<file path="config.mk">
export PLATFORM = sky130hd
export DESIGN_NAME = scan_elevator_scheduler
export DESIGN_NICKNAME = d
export VERILOG_FILES = /design/src/hw/rtl/sesched_pkg.sv /design/src/hw/rtl/scan_elevator_scheduler.sv /design/src/hw/rtl/sesched_step.sv
export VERILOG_INCLUDE_DIRS = /design/src /design/src/hw/rtl
export SDC_FILE = /design/constraint.sdc
export NUM_CORES = 1
export LEC_CHECK = 0
export BUFFER_PORTS_ARGS = -buffer_cell sky130_fd_sc_hd__buf_4
export CAP_MARGIN = 5
export CORE_UTILIZATION = 52
export DETAILED_ROUTE_END_ITERATION = 16
export GPL_ROUTABILITY_DRIVEN = 0
export PLACE_DENSITY = 0.83
export SETUP_SLACK_MARGIN = 0.1
export SYNTH_ARGS = -nofsm -noshare
export SYNTH_HDL_FRONTEND = slang
export SYNTH_SLANG_ARGS = --single-unit
</file>
<file path="constraint.sdc">
create_clock -name i_clk -period 3.5 [get_ports i_clk]
set_clock_uncertainty 0.2 [all_clocks]
set_input_delay 0.175 -clock i_clk [delete_from_list [all_inputs] [get_ports i_clk]]
set_output_delay 0.175 -clock i_clk [all_outputs]
set_load 0.01 [all_outputs]
</file>
<file path="src/hw/rtl/scan_elevator_scheduler_defines.svh">
// assertion helpers included by scan_elevator_scheduler.sv
`ifndef SCAN_ELEVATOR_SCHEDULER_DEFINES_SVH
`define SCAN_ELEVATOR_SCHEDULER_DEFINES_SVH

// checked only while out of reset
`define SES_ASSERT(label, prop, msg) \
    label: assert property (@(posedge i_clk) disable iff (!i_rst_n) prop) else $error(msg);

// checked on every edge, reset included
`define SES_ASSERT_ALWAYS(label, prop, msg) \
    label: assert property (@(posedge i_clk) prop) else $error(msg);

`endif

</file>
<file path="src/hw/rtl/sesched_pkg.sv">
package sesched_pkg;

    localparam int NumFloors  = 16;
    localparam int ReqW       = 16;
    localparam int FloorW     = (NumFloors > 2) ? $clog2(NumFloors) : 1;
    localparam int OutFloorW  = 4;

    typedef logic [ReqW-1:0]      t_req;
    typedef logic [NumFloors-1:0] t_mask;
    typedef logic [FloorW-1:0]    t_floor;

    typedef struct packed {
        t_floor floor;
        logic   up;
        t_mask  calls;
        t_mask  gos;
    } t_state;

    typedef struct packed {
        logic [OutFloorW-1:0] floor_now;
        logic                 arrived;
        logic                 going_up;
        logic                 idle;
    } t_result;

    // requests for floors that do not exist are dropped
    function automatic t_mask to_floors(input t_req req);
        t_mask m;
        m = '0;
        for (int i = 0; i < NumFloors; i++) begin
            if (i < ReqW) begin
                m[i] = req[i % ReqW];
            end
        end
        return m;
    endfunction

endpackage

</file>
<file path="src/hw/rtl/scan_elevator_scheduler.sv">
// channel  direction  handshake                  payload
// request  in         i_in_valid / o_in_stall    i_new_calls, i_new_gos
// status   out        o_out_valid / i_out_stall  o_floor_now, o_arrived, o_going_up, o_idle
//
// one item per cycle sustained while the status side does not stall; an accepted item passes through
// input register, one-tick scheduler logic, result register
// car state is updated when the item moves from input register to result register
// i_rst_n is synchronous: car on floor 0, heading down, nothing pending, both stages empty
// a stalled result holds the input stage, which then stalls the request side
module scan_elevator_scheduler
    import sesched_pkg::*;
(
    input  logic                 i_clk,
    input  logic                 i_rst_n,
    input  logic                 i_in_valid,
    output logic                 o_in_stall,
    input  logic [ReqW-1:0]      i_new_calls,
    input  logic [ReqW-1:0]      i_new_gos,
    output logic                 o_out_valid,
    input  logic                 i_out_stall,
    output logic [OutFloorW-1:0] o_floor_now,
    output logic                 o_arrived,
    output logic                 o_going_up,
    output logic                 o_idle
);

    `include "scan_elevator_scheduler_defines.svh"

    logic    r_in_valid;
    t_req    r_calls;
    t_req    r_gos;
    logic    r_out_valid;
    t_result r_res;
    t_state  r_st;
    t_state  n_st;
    t_result n_res;
    logic    out_block;
    logic    adv;
    logic    in_acc;
    t_floor  floor_up;
    t_floor  floor_dn;
    logic    near_floor;
    logic    none_pending;

    always_comb begin
        out_block  = r_out_valid & i_out_stall;
        adv        = r_in_valid & ~out_block;
        o_in_stall = r_in_valid & out_block;
        in_acc     = i_in_valid & ~o_in_stall;
    end

    sesched_step u_step (
        .i_st        (r_st),
        .i_new_calls (r_calls),
        .i_new_gos   (r_gos),
        .o_st        (n_st),
        .o_res       (n_res)
    );

    always_ff @(posedge i_clk) begin
        if (!i_rst_n) begin
            r_in_valid  <= 1'b0;
            r_out_valid <= 1'b0;
            r_st        <= '0;
        end else begin
            if (in_acc) begin
                r_in_valid <= 1'b1;
            end else if (adv) begin
                r_in_valid <= 1'b0;
            end
            if (adv) begin
                r_out_valid <= 1'b1;
                r_st        <= n_st;
            end else if (!i_out_stall) begin
                r_out_valid <= 1'b0;
            end
        end
    end

    always_ff @(posedge i_clk) begin
        if (in_acc) begin
            r_calls <= i_new_calls;
            r_gos   <= i_new_gos;
        end
        if (adv) begin
            r_res <= n_res;
        end
    end

    assign o_out_valid = r_out_valid;
    assign o_floor_now = r_res.floor_now;
    assign o_arrived   = r_res.arrived;
    assign o_going_up  = r_res.going_up;
    assign o_idle      = r_res.idle;

    // neighbor floors and pending summary for the checks below
    always_comb begin
        floor_up     = t_floor'(r_st.floor + 1'b1);
        floor_dn     = t_floor'(r_st.floor - 1'b1);
        near_floor   = (n_st.floor == r_st.floor) || (n_st.floor == floor_up) ||
                       (n_st.floor == floor_dn);
        none_pending = (r_st.calls == '0) && (r_st.gos == '0);
    end

    `SES_ASSERT(a_floor_step, adv |-> near_floor, "car moved more than one floor")
    `SES_ASSERT(a_idle_match, adv |=> (o_idle == none_pending), "idle flag disagrees with state")
    `SES_ASSERT(a_state_hold, !adv |=> $stable(r_st), "car state changed without an item")
    `SES_ASSERT(a_item_kept, (r_in_valid && !adv) |=> r_in_valid, "item dropped from input stage")

endmodule

</file>
<file path="src/hw/rtl/sesched_step.sv">
module sesched_step
    import sesched_pkg::*;
(
    input  t_state  i_st,
    input  t_req    i_new_calls,
    input  t_req    i_new_gos,
    output t_state  o_st,
    output t_result o_res
);

    t_mask calls;
    t_mask gos;
    t_mask here;
    t_mask all_req;
    t_mask above;
    t_mask below;
    t_mask ahead;
    logic  served;

    always_comb begin
        here   = t_mask'(1) << i_st.floor;
        calls  = i_st.calls | to_floors(i_new_calls);
        gos    = i_st.gos | to_floors(i_new_gos);
        served = |((calls | gos) & here);
        if (served) begin
            calls = calls & ~here;
            gos   = gos & ~here;
        end
        all_req = calls | gos;
        // strictly above and strictly below the car
        above   = all_req & ~(here | (here - t_mask'(1)));
        below   = all_req & (here - t_mask'(1));
        ahead   = i_st.up ? above : below;

        o_st       = i_st;
        o_st.calls = calls;
        o_st.gos   = gos;
        if (|ahead) begin
            o_st.floor = i_st.up ? t_floor'(i_st.floor + 1'b1)
                                 : t_floor'(i_st.floor - 1'b1);
        end else if (|all_req) begin
            o_st.up = ~i_st.up;
        end

        o_res.floor_now = OutFloorW'(i_st.floor);
        o_res.arrived   = served;
        o_res.going_up  = o_st.up;
        o_res.idle      = ~(|all_req);
    end

endmodule

</file>
* Yosys cells after proc, flatten, opt, wreduce, memory -nomap -nowiden
Cells that the tools add are included.
Word-level totals: register bits after elaboration 78, output and inout port bits 9
Cells by class: $add $sub $neg 3, equality and inequality tests 1, shifts and indexed selects 1, muxes and demuxes 10, bitwise gates (word level) 20, reductions and logical operators 5
Operators by type and width (count):
- AND 16 bit | 5
- bitwise OR 16 bit | 5
- 2-to-1 mux 16 bit | 3
- OR reduction 16 bit | 3
- inverter 16 bit | 2
- left shift 1 x 4 -> 16 bit (first input constant) | 1
- subtractor 16 x 1 -> 16 bit (second input constant) | 1
- 2-to-1 mux 1 bit | 6
- adder 4 x 1 -> 4 bit (second input constant) | 1
- AND 1 bit | 4
- 2-to-1 mux 4 bit | 1
- inverter 1 bit | 4
- subtractor 4 x 1 -> 4 bit (second input constant) | 1
- != test 2 x 1 -> 1 bit (second input constant) | 1
- AND reduction 2 bit | 1
- nonzero test 2 bit | 1

* Depth between registers and ports, before layout
depth after elaboration 10, mapped depth 14, gate-level depth less buffers 13

* Modules after synthesis
A second synthesis with hierarchy kept.
Second synthesis, totals: cells, all modules 454, area total of the unflattened synthesis 4350.4 um^2
By module, submodules not included:
- scan_elevator_scheduler | times used 1, cells each 207, area an instance 2737.6 um^2
- sesched_step | times used 1, cells each 247, area an instance 1612.8 um^2

* Least setup slack after synthesis
No wires, ideal clock.
path type register to register, from register r_st[34] in the netlist's numbering, to register r_res (netlist bit o_going_up) (data pin), library setup time 0.261 ns, data arrival time 2.890 ns, required time 3.039 ns, path slack 0.149 ns, cell stages (with the launch flop) 14, path buffers 0, path through dfxtp_1 -> and2b_4 -> nand2_1 -> ha_1 -> o21ai_0 -> or2_2 -> o21bai_1 -> ha_1 -> mux2i_1 -> a311oi_1 -> a2111oi_2 -> o211ai_2 -> nor3_1 -> xnor2_1
RTL lines:
- start: declaration | line scan_elevator_scheduler.sv:34 | t_state r_st;
- start signal: assignment | line scan_elevator_scheduler.sv:73 | r_st <= n_st;
- end signal: assignment | line scan_elevator_scheduler.sv:86 | r_res <= n_res;
- end: declaration | line scan_elevator_scheduler.sv:33 | t_result r_res;

* Worst setup path in the final report
from register r_st[34] in the netlist's numbering, to register r_st[32] in the netlist's numbering
Between the ends: cells in the longest elaborated chain, start to end 9, elaborated cells between the ends (all ways) 19, classes of those cells add/sub (1); shift (1); mux (5); bitwise (9); reduce/logical (3)
RTL lines:
- left shift 1 x 4 -> 16 bit (*) | line sesched_step.sv:21 | here = t_mask'(1) << i_st.floor;
- parallel branches: the longest is 7 deep, another holds subtractor 16 x 1 -> 16 bit
- 2-to-1 mux 1 bit (*) | line sesched_step.sv:38 | if (|ahead) begin
Mark *: on every way between the ends. A chain may end at the register's enable or synchronous reset.

==> summary.txt <==
Logic synthesis
  – Syn Nets: 412
  – Top post-synthesis cells by area: edfxtp_1, dfxtp_1, ha_1
  – Avg Cell Area, Syn: 10.80 um2
  – Share of the synthesized area in the top cell type: 0.3037
  – Asr flop ratio synth: 0
  – Top_reg_cell synth: edfxtp_1
  – Largest area contributor in the netlist: edfxtp_1
  – Seq/Total Area, Yosys: 0.5062
  – Post-Syn Instances: 357
  – Post-synth EDFFs: 39
  – Synthesized flop and latch total: 78
  – YS warnings: 0
  – Mapped Area: 3856 um2
  – Post-synth cell types: 55

Global route
  – Overall routing resource usage: 0.2473
  – Number of global-route vias before repair: 3225
  – Met2 usage: 0.4249
  – Most used routing layer: met2
  – Global-route met1 utilization: 0.2829
  – Initial antenna violation count: 0
  – Gr ovfl total: 0
  – Largest net degree at the start of global routing: 33
  – Met3 GRT Util: 0.06409
  – First-pass GRT wire length: 14370 um

Drt
  – Routed Antenna Nets: 0
  – Detail-routed via count per cell: 5.888
  – Wire per inst: 16.47 um
  – Initial detailed-routing violation count: 402
  – Vias: 3221
  – Drt first pass iters: 4
  – Detailed-route DRC error count: 0
  – Drt total wl: 9011 um

Run status
  – Status: completed

Timing
  – Final Cycle Share: 0.9251
  – Slew @ Worst Pin: 869.6 ps
  – Hold WS: 37.10 ps
  – Final Setup Violations: 0
  – Setup TNS: 0 ps
  – Min cycle time layout: 3238 ps
  – Count of pins over their slew limit: 0
  – Max Clock Freq: 308.9 MHz
  – RSZ-0062 raised after global routing: false
  – Relative slew slack: 0.4195
  – Final hold viol count: 0

Cells and area
  – Final-stage net count: 498
  – Final core utilization: 0.6809
  – Fraction of layout cells with a size suffix above 1: 0.2344
  – Filler Cell Count: 519
  – Ant. Diodes: 0
  – Design area: 4912 um2
  – Post-Layout Cell Count: 547
  – Syn-to-layout area delta: 27.38%

Floorplan
  – DIE WIDTH: 88.12 um
  – Core area: 7214 um2
  – Num rows: 31
  – Die ar.: 7764 um2
  – Die Y: 88.12 um
  – Num ports: 45
  – Starting Density: 0.5345

Place
  – I/O Buffers: 44
  – Inst Count DP: 496
  – Area post-placement: 4310 um2
  – HPWL after DPL: 6008 um

Clock tree
  – CTS max path bufs: 2
  – Clk pin slew, worst setup/hold paths: 80 ps
  – Clock latency on the worst-skew pair: 350 ps
  – CTS Sinks: 78
  – TritonCTS clock tree: built
  – H-Tree Depth: 3
  – CTS root buf: clkbuf_8
  – Number of buffers created by CTS: 9

Worst setup path
  – Critical path's slowest cell: a2111oi_4
  – Kind of critical path: reg2reg
  – CP endpoint kind: flop
  – Startpoint types: flop
  – Crit path max-delay family: simple AND/OR/NAND/NOR gates
  – CP max FO: 4
  – Critical path buffers and inverters: 0
  – Crit-path max cell delay: 380 ps
  – Worst EP arrival: 3320 ps
  – Data required time of the worst path: 3580 ps
  – Crit-path cells: and2b_4 -> nand2_2 -> ha_1 -> o21ai_1 -> or2_2 -> ha_1 -> mux2i_1 -> nor3_1 -> a2111oi_4 -> o2111ai_2 -> nor4_2 -> mux2i_1

Pwr
  – Maximum vdd ir drop: 0.3567 mV
  – Lkg Pwr: 1.826 nW
  – Pwr dens: 534.7 nW/um2

Job
  – Max-Cap Viols: 0

Hold path
  – Min-delay worst type: in2reg
## state kept, by name, indices dropped and copies added (netlist names)
| register | cells |
|---|---|
| r_st | 37 |
| r_calls | 16 |
| r_gos | 16 |
| o_floor_now | 4 |
| o_arrived | 1 |
| o_going_up | 1 |
| o_idle | 1 |
| o_out_valid | 1 |
| r_in_valid | 1 |
## power by group
group          switching (W)  internal, W  total, W  leakage (nW)
Combinational       0.000416     0.000340  0.000756          1.01
Sequential         0.0000427      0.00103   0.00107         0.700
Clock               0.000324     0.000477  0.000800         0.118
Total               0.000782      0.00184   0.00263          1.83
## layout make-up
cell class              instances  area, um2  share of cell area
flip-flops and latches         78       1956              0.3981
multi-input cells             248       1769              0.3602
repair buffers                 91      768.2              0.1564
clock buffers                  11      131.4             0.02674
well taps                      99      123.9             0.02522
clock inverters                 5      107.6             0.02191
inverters                      15      56.30             0.01146
## worst register-to-register path, delay by kind of cell (launching register included)
| family | cells | cell delay (ps) |
|---|---|---|
| AND/OR/NAND/NOR | 5 | 1030 |
| AO/OA/AOI/OAI | 3 | 780 |
| adder cells (fa/ha/maj) | 2 | 460 |
| multiplexers | 2 | 350 |
| flip-flops | 1 | 350 |
## final timing paths
| kind | cells past startpoint | endpoint | from | slack (ps) |
|---|---|---|---|---|
| worst max register to register | 12 | r_st[32]$_SDFFE_PN0P_ | r_st[34]$_SDFFE_PN0P_ | 260 |
| worst min-delay path | 2 | r_in_valid$_SDFFE_PN0P_ | i_rst_n | 40 |
| worst min register to register | 2 | r_st[0]$_SDFFE_PN0P_ | r_st[0]$_SDFFE_PN0P_ | 280 |
| worst max-delay path | 12 | r_st[32]$_SDFFE_PN0P_ | r_st[34]$_SDFFE_PN0P_ | 260 |
## through the flow
stage                     setup slack, ps  total power [W]
after CTS                           106.5         0.002607
after detailed placement            95.35         0.001767
final                               262.3         0.002627
after global routing                69.29         0.002747
after global placement              258.3         0.001732
after floorplan                     148.7         0.001580
## cells in the final DEF (no fill, tap or decap), types with 13 or more instances in the layout
master | synthesis | final
a21oi_1 | 42 | 42
nor2_1 | 38 | 37
inv_1 | 13 | 13
ha_1 | 18 | 18
o31ai_1 | 15 | 15
dfxtp_1 | 39 | 36
nand2_1 | 23 | 22
edfxtp_1 | 39 | 39
buf_4 | 2 | 57
dlygate4sd3_1 | 0 | 34
mux2i_1 | 14 | 14
## cells in the mapped netlist (all sizes together) (6+ instances only)
| library cell | number |
|---|---|
| a21oi | 43 |
| dfxtp | 39 |
| edfxtp | 39 |
| nor2 | 38 |
| nand2 | 23 |
| ha | 18 |
| nor4 | 17 |
| o31ai | 15 |
| mux2i | 14 |
| inv | 13 |
| nor3 | 12 |
| buf | 9 |
| o22ai | 9 |
| clkbuf | 7 |
| nand3 | 7 |
| o21ai | 6 |
## timing repair
| action | CTS | global route |
|---|---|---|
| resized for setup | 1 | 7 |
| setup buffers | 0 | 1 |
| hold buffers | 34 | 0 |
| setup endpoints to repair | 2 | 6 |
| hold endpoints to repair | 34 | 0 |
| pin swaps | 2 | 4 |
## logic make-up (layout without fill, tap and decap cells)
logic type	count (synthesis)	in the layout	share of synthesized area
muxes	17	17	0.04510
xor gates and xnor gates	5	5	0.01136
DFF	78	78	0.5062
buffers and inverters	31	122	0.03861
adders and majority gates	19	19	0.06360
and+or+nand+nor	118	118	0.1804
AOI/OAI and AO/OA	89	89	0.1548
## layer usage
layer  vias up  routed length, um
met1      1515               3537
met4         0                311
met2       164               4539
li1       1511                  -
met5         -                  0
met3        31                622
(Power assumes the default switching activity.)
